### config.mk
export PLATFORM = sky130hd
export DESIGN_NAME = dual_encoder_speed_estimator
export DESIGN_NICKNAME = d
export VERILOG_FILES = /design/src/rtl/core/dses_pkg.sv /design/src/rtl/core/dses_csr.sv /design/src/rtl/core/dses_ctrl.sv /design/src/rtl/core/dses_datapath.sv /design/src/rtl/core/dual_encoder_speed_estimator.sv
export SDC_FILE = /design/constraint.sdc
export NUM_CORES = 2
export LEC_CHECK = 0
export BUFFER_PORTS_ARGS = -buffer_cell sky130_fd_sc_hd__buf_2
export CORE_MARGIN = 5
export CORE_UTILIZATION = 28
export CTS_CLUSTER_SIZE = 28
export DETAILED_ROUTE_END_ITERATION = 16
export PLACE_DENSITY = 0.51
export SLEW_MARGIN = 15
export SYNTH_ARGS = -nofsm -noshare
export SYNTH_HDL_FRONTEND = slang
export SYNTH_HIERARCHICAL = 1
export SYNTH_SLANG_ARGS = --single-unit
### constraint.sdc
create_clock -name clock -period 8.7 [get_ports clock]
set_input_delay 1.74 -clock clock [delete_from_list [all_inputs] [get_ports clock]]
set_output_delay 1.74 -clock clock [all_outputs]
set_load 0.1 [all_outputs]
### src/rtl/core/dses_pkg.sv
// Shared types, register codes and a saturation helper for the dual encoder speed estimator.
`timescale 1ns / 1ps

package dses_pkg;

   localparam int COUNT_BITS_DEFAULT = 16;
   localparam int STEP_OUT_BITS      = 16;
   localparam int WORD_BITS          = 32;
   localparam int SCALE_BITS         = 16;
   localparam int MUL_A_BITS         = WORD_BITS + 1;
   localparam int PROD_BITS          = MUL_A_BITS + SCALE_BITS + 1;
   localparam int RSP_DATA_BITS      = 2 * STEP_OUT_BITS + 6 * WORD_BITS;
   localparam int CSR_ADDR_BITS      = 4;
   localparam int CSR_DATA_BITS      = 32;
   localparam int EMA_SHIFT          = 16;

   localparam logic [SCALE_BITS-1:0] SPEED_SCALE_RESET  = 16'd256;
   localparam logic [SCALE_BITS-1:0] FILTER_ALPHA_RESET = 16'd16384;

   localparam logic signed [63:0] S32_MAX = 64'sd2147483647;
   localparam logic signed [63:0] S32_MIN = -64'sd2147483648;

   typedef enum logic [1:0] {
      CSR_LEFT_INVERT  = 2'd0,
      CSR_RIGHT_INVERT = 2'd1,
      CSR_SPEED_SCALE  = 2'd2,
      CSR_FILTER_ALPHA = 2'd3
   } dses_csr_addr_type;

   typedef struct packed {
      logic                  left_invert;
      logic                  right_invert;
      logic [SCALE_BITS-1:0] speed_scale;
      logic [SCALE_BITS-1:0] filter_alpha;
   } dses_cfg_type;

   typedef enum logic [2:0] {
      ST_IDLE,
      ST_LEFT_RAW,
      ST_RIGHT_RAW,
      ST_LEFT_EMA,
      ST_RIGHT_EMA,
      ST_RIGHT_UPDATE,
      ST_DONE
   } dses_state_type;

   typedef enum logic [1:0] {
      MUL_STEP_LEFT,
      MUL_STEP_RIGHT,
      MUL_EMA_LEFT,
      MUL_EMA_RIGHT
   } dses_mul_sel_type;

   typedef struct packed {
      logic             capture;
      logic             mul_go;
      dses_mul_sel_type mul_sel;
      logic             wr_raw_left;
      logic             wr_raw_right;
      logic             wr_filt_left;
      logic             wr_filt_right;
      logic             publish;
   } dses_cmd_type;

   function automatic logic signed [WORD_BITS-1:0] sat_s32(input logic signed [63:0] v);
      logic signed [WORD_BITS-1:0] r;
      if (v > S32_MAX) begin
         r = WORD_BITS'(S32_MAX);
      end else if (v < S32_MIN) begin
         r = WORD_BITS'(S32_MIN);
      end else begin
         r = v[WORD_BITS-1:0];
      end
      return r;
   endfunction

endpackage

### src/rtl/core/dses_csr.sv
// Configuration register file behind the APB-style port.
`timescale 1ns / 1ps

module dses_csr (
   input  logic                                clock,
   input  logic                                reset,
   input  logic                                csr_psel,
   input  logic                                csr_penable,
   input  logic                                csr_pwrite,
   input  logic [dses_pkg::CSR_ADDR_BITS-1:0]  csr_paddr,
   input  logic [dses_pkg::CSR_DATA_BITS-1:0]  csr_pwdata,
   output logic [dses_pkg::CSR_DATA_BITS-1:0]  csr_prdata,
   output logic                                csr_pready,
   output dses_pkg::dses_cfg_type              cfg
);

   dses_pkg::dses_cfg_type      cfg_ff;
   dses_pkg::dses_cfg_type      cfg_in;
   dses_pkg::dses_csr_addr_type addr;
   logic                        wr_en;

   assign addr       = dses_pkg::dses_csr_addr_type'(csr_paddr[3:2]);
   assign wr_en      = csr_psel & csr_penable & csr_pwrite;
   assign csr_pready = 1'b1;
   assign cfg        = cfg_ff;

   always_comb begin
      cfg_in = cfg_ff;
      if (wr_en) begin
         unique case (addr)
            dses_pkg::CSR_LEFT_INVERT:  cfg_in.left_invert  = csr_pwdata[0];
            dses_pkg::CSR_RIGHT_INVERT: cfg_in.right_invert = csr_pwdata[0];
            dses_pkg::CSR_SPEED_SCALE:  cfg_in.speed_scale  =
                                           csr_pwdata[dses_pkg::SCALE_BITS-1:0];
            dses_pkg::CSR_FILTER_ALPHA: cfg_in.filter_alpha =
                                           csr_pwdata[dses_pkg::SCALE_BITS-1:0];
            default: cfg_in = cfg_ff;
         endcase
      end
   end

   always_comb begin
      unique case (addr)
         dses_pkg::CSR_LEFT_INVERT:
            csr_prdata = dses_pkg::CSR_DATA_BITS'(cfg_ff.left_invert);
         dses_pkg::CSR_RIGHT_INVERT:
            csr_prdata = dses_pkg::CSR_DATA_BITS'(cfg_ff.right_invert);
         dses_pkg::CSR_SPEED_SCALE:
            csr_prdata = dses_pkg::CSR_DATA_BITS'(cfg_ff.speed_scale);
         dses_pkg::CSR_FILTER_ALPHA:
            csr_prdata = dses_pkg::CSR_DATA_BITS'(cfg_ff.filter_alpha);
         default: csr_prdata = '0;
      endcase
   end

   always_ff @(posedge clock) begin
      if (reset) begin
         cfg_ff.left_invert  <= 1'b0;
         cfg_ff.right_invert <= 1'b0;
         cfg_ff.speed_scale  <= dses_pkg::SPEED_SCALE_RESET;
         cfg_ff.filter_alpha <= dses_pkg::FILTER_ALPHA_RESET;
      end else begin
         cfg_ff <= cfg_in;
      end
   end

endmodule

### src/rtl/core/dses_ctrl.sv
// Sequencing state machine: steps the shared multiplier through both wheels.
`timescale 1ns / 1ps

module dses_ctrl (
   input  logic                   clock,
   input  logic                   reset,
   input  logic                   req_tvalid,
   output logic                   req_tready,
   input  logic                   out_free,
   output dses_pkg::dses_cmd_type cmd
);

   dses_pkg::dses_state_type state_ff;
   dses_pkg::dses_state_type state_in;

   // next state
   always_comb begin
      state_in = state_ff;
      unique case (state_ff)
         dses_pkg::ST_IDLE:         if (req_tvalid) state_in = dses_pkg::ST_LEFT_RAW;
         dses_pkg::ST_LEFT_RAW:     state_in = dses_pkg::ST_RIGHT_RAW;
         dses_pkg::ST_RIGHT_RAW:    state_in = dses_pkg::ST_LEFT_EMA;
         dses_pkg::ST_LEFT_EMA:     state_in = dses_pkg::ST_RIGHT_EMA;
         dses_pkg::ST_RIGHT_EMA:    state_in = dses_pkg::ST_RIGHT_UPDATE;
         dses_pkg::ST_RIGHT_UPDATE: state_in = dses_pkg::ST_DONE;
         dses_pkg::ST_DONE:         if (out_free) state_in = dses_pkg::ST_IDLE;
         default:                   state_in = dses_pkg::ST_IDLE;
      endcase
   end

   // outputs
   always_comb begin
      req_tready = 1'b0;
      cmd        = '0;
      unique case (state_ff)
         dses_pkg::ST_IDLE: begin
            req_tready  = 1'b1;
            cmd.capture = req_tvalid;
         end
         dses_pkg::ST_LEFT_RAW: begin
            cmd.mul_go  = 1'b1;
            cmd.mul_sel = dses_pkg::MUL_STEP_LEFT;
         end
         dses_pkg::ST_RIGHT_RAW: begin
            cmd.mul_go      = 1'b1;
            cmd.mul_sel     = dses_pkg::MUL_STEP_RIGHT;
            cmd.wr_raw_left = 1'b1;
         end
         dses_pkg::ST_LEFT_EMA: begin
            cmd.mul_go       = 1'b1;
            cmd.mul_sel      = dses_pkg::MUL_EMA_LEFT;
            cmd.wr_raw_right = 1'b1;
         end
         dses_pkg::ST_RIGHT_EMA: begin
            cmd.mul_go       = 1'b1;
            cmd.mul_sel      = dses_pkg::MUL_EMA_RIGHT;
            cmd.wr_filt_left = 1'b1;
         end
         dses_pkg::ST_RIGHT_UPDATE: begin
            cmd.wr_filt_right = 1'b1;
         end
         dses_pkg::ST_DONE: begin
            cmd.publish = out_free;
         end
         default: begin
            req_tready = 1'b0;
         end
      endcase
   end

   always_ff @(posedge clock) begin
      if (reset) begin
         state_ff <= dses_pkg::ST_IDLE;
      end else begin
         state_ff <= state_in;
      end
   end

endmodule

### src/rtl/core/dses_datapath.sv
// Wheel state, shared multiplier, filter update and result register.
`timescale 1ns / 1ps

module dses_datapath #(
   parameter int COUNT_BITS = dses_pkg::COUNT_BITS_DEFAULT
) (
   input  logic                                 clock,
   input  logic                                 reset,
   input  dses_pkg::dses_cmd_type               cmd,
   input  dses_pkg::dses_cfg_type               cfg,
   input  logic [COUNT_BITS-1:0]                left_count,
   input  logic [COUNT_BITS-1:0]                right_count,
   input  logic                                 rsp_tready,
   output logic                                 rsp_tvalid,
   output logic [dses_pkg::RSP_DATA_BITS-1:0]   rsp_tdata,
   output logic                                 out_free
);

   localparam int W  = dses_pkg::WORD_BITS;
   localparam int AW = dses_pkg::MUL_A_BITS;
   localparam int PW = dses_pkg::PROD_BITS;
   localparam int SW = dses_pkg::STEP_OUT_BITS;

   logic [COUNT_BITS-1:0]        left_prev_ff, right_prev_ff;
   logic signed [COUNT_BITS-1:0] left_step_ff, right_step_ff;
   logic signed [COUNT_BITS-1:0] left_step_in, right_step_in;
   logic [COUNT_BITS-1:0]        left_diff, right_diff;
   logic [W-1:0]                 left_acc_ff, right_acc_ff;
   logic [W-1:0]                 left_acc_in, right_acc_in;
   logic signed [W-1:0]          left_raw_ff, right_raw_ff;
   logic signed [W-1:0]          left_filt_ff, right_filt_ff;
   logic signed [W-1:0]          raw_sat;
   logic signed [W-1:0]          filt_base;
   logic signed [W-1:0]          filt_next;
   logic signed [PW-1:0]         prod_ff, prod_in;
   logic signed [AW-1:0]         mul_a;
   logic [dses_pkg::SCALE_BITS-1:0] mul_b;
   logic signed [PW:0]           round_sum;
   logic signed [PW-dses_pkg::EMA_SHIFT:0] ema_inc;
   logic signed [PW-dses_pkg::EMA_SHIFT+1:0] filt_sum;
   logic [W-1:0]                 left_step_wide, right_step_wide;
   logic                         rsp_tvalid_ff;
   logic [dses_pkg::RSP_DATA_BITS-1:0] rsp_data_ff;

   // wrapped difference, optional negate (most negative wraps to itself)
   assign left_diff     = left_count - left_prev_ff;
   assign right_diff    = right_count - right_prev_ff;
   assign left_step_in  = cfg.left_invert  ? COUNT_BITS'(-left_diff)  : left_diff;
   assign right_step_in = cfg.right_invert ? COUNT_BITS'(-right_diff) : right_diff;
   assign left_acc_in   = left_acc_ff  + W'(left_step_in);
   assign right_acc_in  = right_acc_ff + W'(right_step_in);

   // shared multiplier operand select
   always_comb begin
      case (cmd.mul_sel)
         dses_pkg::MUL_STEP_LEFT: begin
            mul_a = AW'(left_step_ff);
            mul_b = cfg.speed_scale;
         end
         dses_pkg::MUL_STEP_RIGHT: begin
            mul_a = AW'(right_step_ff);
            mul_b = cfg.speed_scale;
         end
         dses_pkg::MUL_EMA_LEFT: begin
            mul_a = AW'(left_raw_ff) - AW'(left_filt_ff);
            mul_b = cfg.filter_alpha;
         end
         dses_pkg::MUL_EMA_RIGHT: begin
            mul_a = AW'(right_raw_ff) - AW'(right_filt_ff);
            mul_b = cfg.filter_alpha;
         end
         default: begin
            mul_a = '0;
            mul_b = '0;
         end
      endcase
   end

   assign prod_in = mul_a * $signed({1'b0, mul_b});

   // raw speed saturates; filter adds the rounded increment and saturates
   assign raw_sat   = dses_pkg::sat_s32(64'(prod_ff));
   assign round_sum = (PW+1)'(prod_ff) + (PW+1)'(1 <<< (dses_pkg::EMA_SHIFT - 1));
   assign ema_inc   = (PW-dses_pkg::EMA_SHIFT+1)'(round_sum >>> dses_pkg::EMA_SHIFT);
   assign filt_base = cmd.wr_filt_left ? left_filt_ff : right_filt_ff;
   assign filt_sum  = (PW-dses_pkg::EMA_SHIFT+2)'(filt_base)
                      + (PW-dses_pkg::EMA_SHIFT+2)'(ema_inc);
   assign filt_next = dses_pkg::sat_s32(64'(filt_sum));

   assign left_step_wide  = W'(left_step_ff);
   assign right_step_wide = W'(right_step_ff);

   assign out_free   = ~rsp_tvalid_ff | rsp_tready;
   assign rsp_tvalid = rsp_tvalid_ff;
   assign rsp_tdata  = rsp_data_ff;

   always_ff @(posedge clock) begin
      if (reset) begin
         left_prev_ff  <= '0;
         right_prev_ff <= '0;
         left_acc_ff   <= '0;
         right_acc_ff  <= '0;
         left_filt_ff  <= '0;
         right_filt_ff <= '0;
         rsp_tvalid_ff <= 1'b0;
      end else begin
         if (cmd.capture) begin
            left_prev_ff  <= left_count;
            right_prev_ff <= right_count;
            left_acc_ff   <= left_acc_in;
            right_acc_ff  <= right_acc_in;
         end
         if (cmd.wr_filt_left) begin
            left_filt_ff <= filt_next;
         end
         if (cmd.wr_filt_right) begin
            right_filt_ff <= filt_next;
         end
         if (cmd.publish) begin
            rsp_tvalid_ff <= 1'b1;
         end else if (rsp_tready) begin
            rsp_tvalid_ff <= 1'b0;
         end
      end
   end

   always_ff @(posedge clock) begin
      if (cmd.capture) begin
         left_step_ff  <= left_step_in;
         right_step_ff <= right_step_in;
      end
      if (cmd.mul_go) begin
         prod_ff <= prod_in;
      end
      if (cmd.wr_raw_left) begin
         left_raw_ff <= raw_sat;
      end
      if (cmd.wr_raw_right) begin
         right_raw_ff <= raw_sat;
      end
      if (cmd.publish) begin
         rsp_data_ff <= {right_filt_ff, left_filt_ff, right_raw_ff, left_raw_ff,
                         right_acc_ff, left_acc_ff,
                         right_step_wide[SW-1:0], left_step_wide[SW-1:0]};
      end
   end

endmodule

### src/rtl/core/dual_encoder_speed_estimator.sv
// Top level of the dual encoder speed estimator.
`timescale 1ns / 1ps

// Each request transaction carries the raw counts of the left and right wheel
// encoders for one sample tick; the block returns one response transaction per
// request with, per wheel, the signed count step (optionally negated), the
// wrapping 32-bit running total, the raw speed in signed Q23.8 mm/s (step times
// the Q8.8 speed_scale register, saturated) and the speed after an exponential
// moving average with the Q0.16 filter_alpha register (round to nearest, ties
// up, saturated to 32 bits). Each tick runs through a capture step, four passes
// through the single shared 33x17 multiplier (two speed products, then two
// filter products), a filter update step and a step that loads the response
// register; that load waits while an earlier response is still untaken, and
// requests are not accepted before the load. The response holds until taken;
// a new request can be accepted while it waits.
// Registers sit at byte addresses 0 (left_invert), 4 (right_invert),
// 8 (speed_scale) and 12 (filter_alpha); write them only while the block is idle.
module dual_encoder_speed_estimator #(
   parameter int COUNT_BITS = dses_pkg::COUNT_BITS_DEFAULT
) (
   input  logic                               clock,
   input  logic                               reset,
   // request: left_count [COUNT_BITS-1:0], right_count above it, zero padded
   input  logic                               req_tvalid,
   output logic                               req_tready,
   input  logic [((2*COUNT_BITS+7)/8)*8-1:0]  req_tdata,
   // response, lowest bit up: left_step, right_step (16 each), left_sum,
   // right_sum, left_raw_speed, right_raw_speed, left_smooth_speed,
   // right_smooth_speed (32 each)
   output logic                               rsp_tvalid,
   input  logic                               rsp_tready,
   output logic [dses_pkg::RSP_DATA_BITS-1:0] rsp_tdata,
   // configuration
   input  logic                               csr_psel,
   input  logic                               csr_penable,
   input  logic                               csr_pwrite,
   input  logic [dses_pkg::CSR_ADDR_BITS-1:0] csr_paddr,
   input  logic [dses_pkg::CSR_DATA_BITS-1:0] csr_pwdata,
   output logic [dses_pkg::CSR_DATA_BITS-1:0] csr_prdata,
   output logic                               csr_pready
);

   dses_pkg::dses_cfg_type cfg;
   dses_pkg::dses_cmd_type cmd;
   logic                   out_free;

   // register file
   dses_csr u_csr (
      .clock       (clock),
      .reset       (reset),
      .csr_psel    (csr_psel),
      .csr_penable (csr_penable),
      .csr_pwrite  (csr_pwrite),
      .csr_paddr   (csr_paddr),
      .csr_pwdata  (csr_pwdata),
      .csr_prdata  (csr_prdata),
      .csr_pready  (csr_pready),
      .cfg         (cfg)
   );

   // sequencer: accepts in idle, walks the multiplier schedule, then publishes
   dses_ctrl u_ctrl (
      .clock      (clock),
      .reset      (reset),
      .req_tvalid (req_tvalid),
      .req_tready (req_tready),
      .out_free   (out_free),
      .cmd        (cmd)
   );

   // datapath: per-wheel state plus the shared multiplier and response register
   dses_datapath #(
      .COUNT_BITS (COUNT_BITS)
   ) u_datapath (
      .clock       (clock),
      .reset       (reset),
      .cmd         (cmd),
      .cfg         (cfg),
      .left_count  (req_tdata[COUNT_BITS-1:0]),
      .right_count (req_tdata[2*COUNT_BITS-1:COUNT_BITS]),
      .rsp_tready  (rsp_tready),
      .rsp_tvalid  (rsp_tvalid),
      .rsp_tdata   (rsp_tdata),
      .out_free    (out_free)
   );

endmodule

# Yosys cells after proc, flatten, opt, wreduce, memory -nomap -nowiden
# Index checks and enable logic that the tools add are counted.
dict set report classes {
  div 0
  n_mul 1
  order_cmp 4
  n_bitwise 4
  mux 23
  shifts 0
  n_addsub 10
  n_reduce_logical 11
  eq_ne 14
}
# cell n
set ops {}
lappend ops {{$mux 32} 5}
lappend ops {{$pmux 33 s4} 1}
lappend ops {{$pmux 32 s4} 1}
lappend ops {{$sub 32x32->33} 2}
lappend ops {{$add 32x32->32} 2}
lappend ops {{$add 50x17->51 const B} 1}
lappend ops {{$gt 50x32->1 const B} 1}
lappend ops {{$lt 50x32->1 const B} 1}
lappend ops {{$mul 33x17->50} 1}
lappend ops {{$add 32x35->36} 1}
lappend ops {{$gt 36x32->1 const B} 1}
lappend ops {{$lt 36x32->1 const B} 1}
lappend ops {{$mux 16} 2}
lappend ops {{$neg 16->16} 2}
lappend ops {{$pmux 16 s2} 1}
lappend ops {{$sub 16x16->16} 2}
lappend ops {{$pmux 3 s7} 1}
lappend ops {{$pmux 3 s4} 1}
lappend ops {{$reduce_and 2->1} 5}
lappend ops {{$eq 3x3->1 const B} 3}
lappend ops {{$mux 1} 9}
lappend ops {{$eq 2x2->1 const B} 4}
lappend ops {{$eq 3x2->1 const B} 2}
lappend ops {{$mux 3} 2}
lappend ops {{other kinds (11)} 15}
dict set report word_totals {
  output_inout_bits 259
  ff_bits 568
  mem_count 0
  romBits 0
  ram_bits 0
  latch_bits 0
  inputBits 75
  wordCells 85
}

# Longest topological paths before layout
dict set report logic_depth {
  depth_word 7
  ltp_mapped 38
  depth_no_buf 37
}

# By module
# The synthesis kept the hierarchy.
# mod n_inst seq_area_each_um2 cells_per_inst area_each_um2
set by_module_without_submodules {}
lappend by_module_without_submodules {dses_datapath 1 14333.7 5184 49145.9}
lappend by_module_without_submodules {dses_csr 1 680.7 189 1868.0}
lappend by_module_without_submodules {dses_ctrl 1 60.1 28 236.5}

# Worst setup path before layout
# Ideal clock, no wire load.
dict set report synth_timing {
  path_kind {register to register}
  start {register u_datapath.right_raw_ff[0]}
  end {register u_datapath.prod_ff[42], data pin}
  period_less_slack_ns 9.102
  slack_ns -0.402
  setup_ns 0.258
  stages_incl_launch_ff 37
  t_arrival_ns 8.844
  required_ns 8.442
  cell_sequence {edfxtp_1 -> inv_1 -> ha_1 -> inv_1 -> fa_1 -> a21o_1 -> a21oi_1 -> o21a_1 -> nor3_1 -> or4_1 -> a21o_1 -> a31o_2 -> a21o_1 -> a211oi_1 -> clkbuf_1 -> nand2_1 -> fa_1 -> inv_1 -> fa_1 -> fa_1 -> fa_1 -> fa_1 -> inv_1 -> fa_1 -> inv_1 -> ha_1 -> clkbuf_1 -> a21o_1 -> a21o_1 -> a21oi_1 -> o211ai_1 -> o31ai_1 -> a31oi_1 -> a221o_1 -> a21o_1 -> a211oi_1 -> nor2_1}
}
dict set report synth_via {
  elab_chain_len 3
}
# element line
set synth_rtl {}
lappend synth_rtl {{start: declaration} dses_datapath.sv:30} ;# logic signed [W-1:0] left_raw_ff, right_raw_ff;
lappend synth_rtl {{start signal: assignment} dses_datapath.sv:139} ;# right_raw_ff <= raw_sat;
lappend synth_rtl {{$sub 32x32->33} dses_datapath.sv:69} ;# mul_a = AW'(right_raw_ff) - AW'(right_filt_ff);
lappend synth_rtl {{$pmux 33 s4} dses_datapath.sv:55} ;# case (cmd.mul_sel)
lappend synth_rtl {{$mul 33x17->50} dses_datapath.sv:79} ;# assign prod_in = mul_a * $signed({1'b0, mul_b});
lappend synth_rtl {{named net u_datapath.prod_in[42]} dses_datapath.sv:35} ;# logic signed [PW-1:0] prod_ff, prod_in;
lappend synth_rtl {{end signal: assignment} dses_datapath.sv:133} ;# prod_ff <= prod_in;
lappend synth_rtl {{end: declaration} dses_datapath.sv:35}
# The timed path passes the listed nets, and every way through them passes these cells.
# A chain may end at the register's enable or synchronous reset.

# Worst setup path in the final report
dict set report layout_timing {
  start {register u_datapath.left_raw_ff[0]}
  end {register u_datapath.prod_ff[49], data pin}
}
dict set report layout_via {
  elab_chain_len 3
}
# element line
set layout_rtl {}
lappend layout_rtl {{start: declaration} dses_datapath.sv:30}
lappend layout_rtl {{start signal: assignment} dses_datapath.sv:136} ;# left_raw_ff <= raw_sat;
lappend layout_rtl {{$sub 32x32->33} dses_datapath.sv:65} ;# mul_a = AW'(left_raw_ff) - AW'(left_filt_ff);
lappend layout_rtl {{$pmux 33 s4} dses_datapath.sv:55}
lappend layout_rtl {{$mul 33x17->50} dses_datapath.sv:79}
lappend layout_rtl {{named net u_datapath.prod_in[49]} dses_datapath.sv:35}
# The timed path passes the listed nets, and every way through them passes these cells.

==> impl_summary.log <==
[metrics] outcome: finished, violations left
[metrics] violations in the final reports: negative setup slack
[metrics] Worst Max-Slew Pin Slew: 1.030 ns
[metrics] Initial Utilization: 28.08%
[metrics] number of synthesized flops with an enable pin: 370
[metrics] data arrival time of the critical path: 9.59 ns
[metrics] power per standard cell area: 197.6 nW/um^2
[metrics] overall via count from detail_route: 41.95k
[metrics] last weighted congestion value of the routability-driven placer: 0.9085
[metrics] total negative slack: -3.847 ns
[metrics] Hold Crit Endpoint: u_datapath/rsp_tdata[220]
[metrics] setup repair after global routing missed its margin: yes
[metrics] worst skew pair latency: 0.71 ns
[metrics] top layer in use: met5
[metrics] fillcell total: 18.64k
[metrics] wire length on met2: 83670 um
[metrics] instance count of the mapped netlist: 5401
[metrics] clock buffer count from CTS: 72
[metrics] site row count: 157
[metrics] Final Max Tran Viols: 0
[metrics] largest driver fanout on the critical path: 4
[metrics] endpoint of the worst register-to-register path: u_datapath/prod_ff[49]
[metrics] cts hold-fix bufs: 0
[metrics] launch point of the worst hold path: u_datapath/right_filt_ff[28]
[metrics] final setup fails: 17
[metrics] detailed router's first-iteration violation count: 2911
[metrics] pin count of the biggest net entering global routing: 115
[metrics] Register-to-Register Setup Slack: -0.48 ns
[metrics] dominant register cell in the synthesized netlist: edfxtp_1
[metrics] layout cell share with drive strength beyond 1: 20.15%
[metrics] Routed WL per cell: 20.52 um
[metrics] clk root buf: clkbuf_16
[metrics] number of cells on the worst reg-to-reg path: 37
[metrics] number of vias per cell after detailed routing: 4.866
[metrics] sequential fraction of the synthesis area: 29.41%
[metrics] P_leak: 27.76 nW
[metrics] required time at the worst-slack endpoint: 9.11 ns
[metrics] total routing resource utilization after global routing: 18.03%
[metrics] kind of cell adding the most delay to the critical path: adder cells
[metrics] Post-Synthesis Cell Area: 51250 um^2
[metrics] number of nets with antenna violations after detailed routing: 0
[metrics] total count of hold-check failures in the final report: 0
[metrics] number of antenna violations at the first check in global routing: 10
[metrics] Placeable Area: 182500 um^2
[metrics] PnR worst setup slack: -0.4761 ns
[metrics] WL final: 177000 um
[metrics] met1 routed wirelength after detailed routing: 79140 um
[metrics] slowest cell delay on critical path: 0.57 ns
[metrics] placement-stage worst setup slack: -0.9303 ns
[metrics] min Tclk post-route: 9.176 ns
[metrics] count of maximum capacitance violations: 0
[metrics] Die Y-Extent: 437.8 um
[metrics] synthesis warning total: 6
[metrics] post-synthesis cell type count: 93
[metrics] Buf/Inv on CP: 8
[metrics] CP Class: flop to flop
[metrics] number of global-route vias before repair: 42.49k
[metrics] global-route wire length before repair: 264700 um
[metrics] Clock H-tree levels: 3
[metrics] setup clock skew after layout: 0.03897 ns
[metrics] DR pass1 iterations: 6
[metrics] critical path launch point type: flop
[metrics] most prevalent standard cell on the critical path: fa_1
[metrics] maximum clock frequency: 109.0 MHz
[metrics] worst max-slew margin expressed relative to the limit: 31.34%
[metrics] kind of end point of the critical path: flop
[metrics] Overflow after GRT: 0
[metrics] class of the tightest hold or removal check: flop to flop
[metrics] clock tree from TritonCTS: built
[metrics] portion of the clock cycle consumed by the worst path in the final layout: 105.5%
[metrics] post-synthesis register bit count: 568
[metrics] Post-Syn Area per Cell: 9.489 um^2
[metrics] number of clock sinks seen by CTS: 568
[metrics] share of async-settable or async-resettable flops after synthesis: 0%
[metrics] Post-layout nets: 7072
[metrics] Post-route DRC: 0
[metrics] Met3 Routed Length: 9373 um
[metrics] num ports: 334
[metrics] Worst Hold Path Cells: 0
[metrics] Clock transition at path regs: 0.06 ns
[metrics] area enclosed by the die boundary: 191700 um^2
[metrics] worst voltage drop across the vdd grid: 0.1350 mV
[metrics] Reg2Reg Launch Point: u_datapath/left_raw_ff[0]
[metrics] layout-stage area growth over the synthesis result: 23.03%
[metrics] Clock Tree Buf Depth: 3
[metrics] placed wire-length estimate: 145200 um
[metrics] input/output buffers: 298
[metrics] standard cell with the maximum stage delay on the critical path: mux4_2
[metrics] Die Wd: 437.8 um
[stage by stage]
step | instances | instance area [um^2] | power [mW] | hold slack, ns | utilization, %
finish | 8622 | 63060 | 12.46 | 0.4491 | 34.55
global route | 8618 | 63050 | 13.26 | 0.4566 | 34.55
detailed placement | 8450 | 59400 | 9.070 | 0.4273 | 32.55
floorplan | 5416 | 51370 | 7.073 | 0.4082 | -
CTS | 8598 | 62310 | 12.36 | 0.4446 | 34.15
global placement | 8450 | 59400 | 9.002 | 0.4202 | 32.55
[sequential cells by signal, indices dropped and copies added, names as in the netlist]
signal and flops:
u_datapath/prod_ff 50, u_ctrl/state_ff 3, u_datapath/right_acc_ff 32, u_datapath/left_step_ff 16, u_datapath/right_prev_ff 16, u_datapath/right_filt_ff 32
u_datapath/left_acc_ff 32, u_datapath/left_prev_ff 16, u_datapath/left_raw_ff 32, u_datapath/left_filt_ff 32, u_csr/cfg 34, u_datapath/rsp_tvalid 1
u_datapath/right_raw_ff 32, u_datapath/rsp_tdata 224, u_datapath/right_step_ff 16
[per-layer routing]
metal	vias to the layer above	global-route usage (%)
met3	215	2.634
li1	19770	-
met1	20830	24.29
met4	8	4.913
met5	-	0
met2	1137	30.27
[cell usage in the layout, fill, tap and decap left out, types with 41 or more instances in the layout]
cell	instances
o21ai_0	184
clkbuf_16	73
ha_1	295
nor3_1	74
inv_1	746
a41oi_1	41
dfxtp_1	198
a21oi_1	190
nand2b_1	87
mux2i_1	146
buf_2	297
buf_4	562
and3_1	48
a21o_1	145
xnor2_1	159
and2_1	99
fa_1	487
nor2b_1	71
xor2_1	75
nand2_1	580
nand3_1	111
edfxtp_1	370
nand4_1	41
nor2_1	380
[cells in the mapped netlist, types with 40 or more instances]
cell type / n / area, um^2
inv_1: 762 / 2860
nand2_1: 592 / 2222
fa_1: 510 / 10210
nor2_1: 391 / 1468
edfxtp_1: 370 / 11110
ha_1: 313 / 3916
a21oi_1: 213 / 1066
o21ai_0: 204 / 1021
dfxtp_1: 198 / 3964
clkbuf_1: 170 / 638.1
xnor2_1: 162 / 1419
a21o_1: 146 / 1096
mux2i_1: 146 / 1461
nand3_1: 115 / 575.6
and2_1: 104 / 650.6
nand2b_1: 89 / 556.8
nor3_1: 77 / 385.4
xor2_1: 76 / 665.6
nor2b_1: 73 / 456.7
and3_1: 51 / 319.1
a211oi_1: 43 / 322.8
a41oi_1: 42 / 367.9
nand4_1: 41 / 256.5
a31oi_1: 40 / 250.2
[logic make-up (layout without fill, tap and decap cells)]
group / after synthesis / in the layout / share of synthesized area (%)
AND/OR/NAND/NOR: 1653 / 1653 / 15.19
buffers and inverters: 979 / 1795 / 7.414
AO/OA/AOI/OAI: 961 / 961 / 12.54
adder cells (fa/ha/maj): 823 / 823 / 27.56
flip-flops: 568 / 568 / 29.41
XOR/XNOR: 239 / 239 / 4.111
multiplexers: 176 / 176 / 3.752
other: 2 / 22 / 0.01465
[area by class of cell]
| cell class | count | area (um^2) | share of cell area, % |
|---|---|---|---|
| clock inverter | 39 | 541.8 | 0.8592 |
| clock buffer | 93 | 1911 | 3.030 |
| antenna | 5 | 12.51 | 0.01984 |
| sequential | 568 | 15070 | 23.91 |
| timing repair buffer | 900 | 6299 | 9.989 |
| tap | 2385 | 2984 | 4.733 |
| multi-input combinational | 3869 | 33370 | 52.92 |
| inverter | 763 | 2864 | 4.542 |
[report_power, final]
part | total (mW) | internal, mW | switching (mW)
sequential | 3.59 | 3.27 | 0.316
clock | 3.12 | 1.82 | 1.30
combinational | 5.75 | 2.36 | 3.38
total | 12.5 | 7.46 | 5.00
[worst max-delay path by stage]
| stage | startpoint | end | slack [ns] | cells after the start |
|---|---|---|---|---|
| 2_1_floorplan | u_datapath/right_raw_ff[0] | u_datapath/prod_ff[42] | 0.005 | 36 |
| 3_3_place_gp | u_datapath/left_raw_ff[1] | u_datapath/prod_ff[44] | -0.92 | 35 |
| 3_5_place_dp | u_datapath/left_raw_ff[1] | u_datapath/prod_ff[49] | -0.93 | 35 |
| 4_1_cts | u_datapath/right_raw_ff[0] | u_datapath/prod_ff[42] | -0.52 | 37 |
| 5_1_grt | u_datapath/left_raw_ff[0] | u_datapath/prod_ff[49] | -0.87 | 35 |
| 6_report | u_datapath/left_raw_ff[0] | u_datapath/prod_ff[49] | -0.48 | 37 |
[what timing repair did]
action / 4_1_cts / 5_1_grt
buffers inserted: 16 / 22
endpoints found under the setup margin: 30 / 31
resized for setup: 76 / 143
gates cloned: 0 / 1
pin swaps: 56 / 122
(Power assumes the default switching activity.)
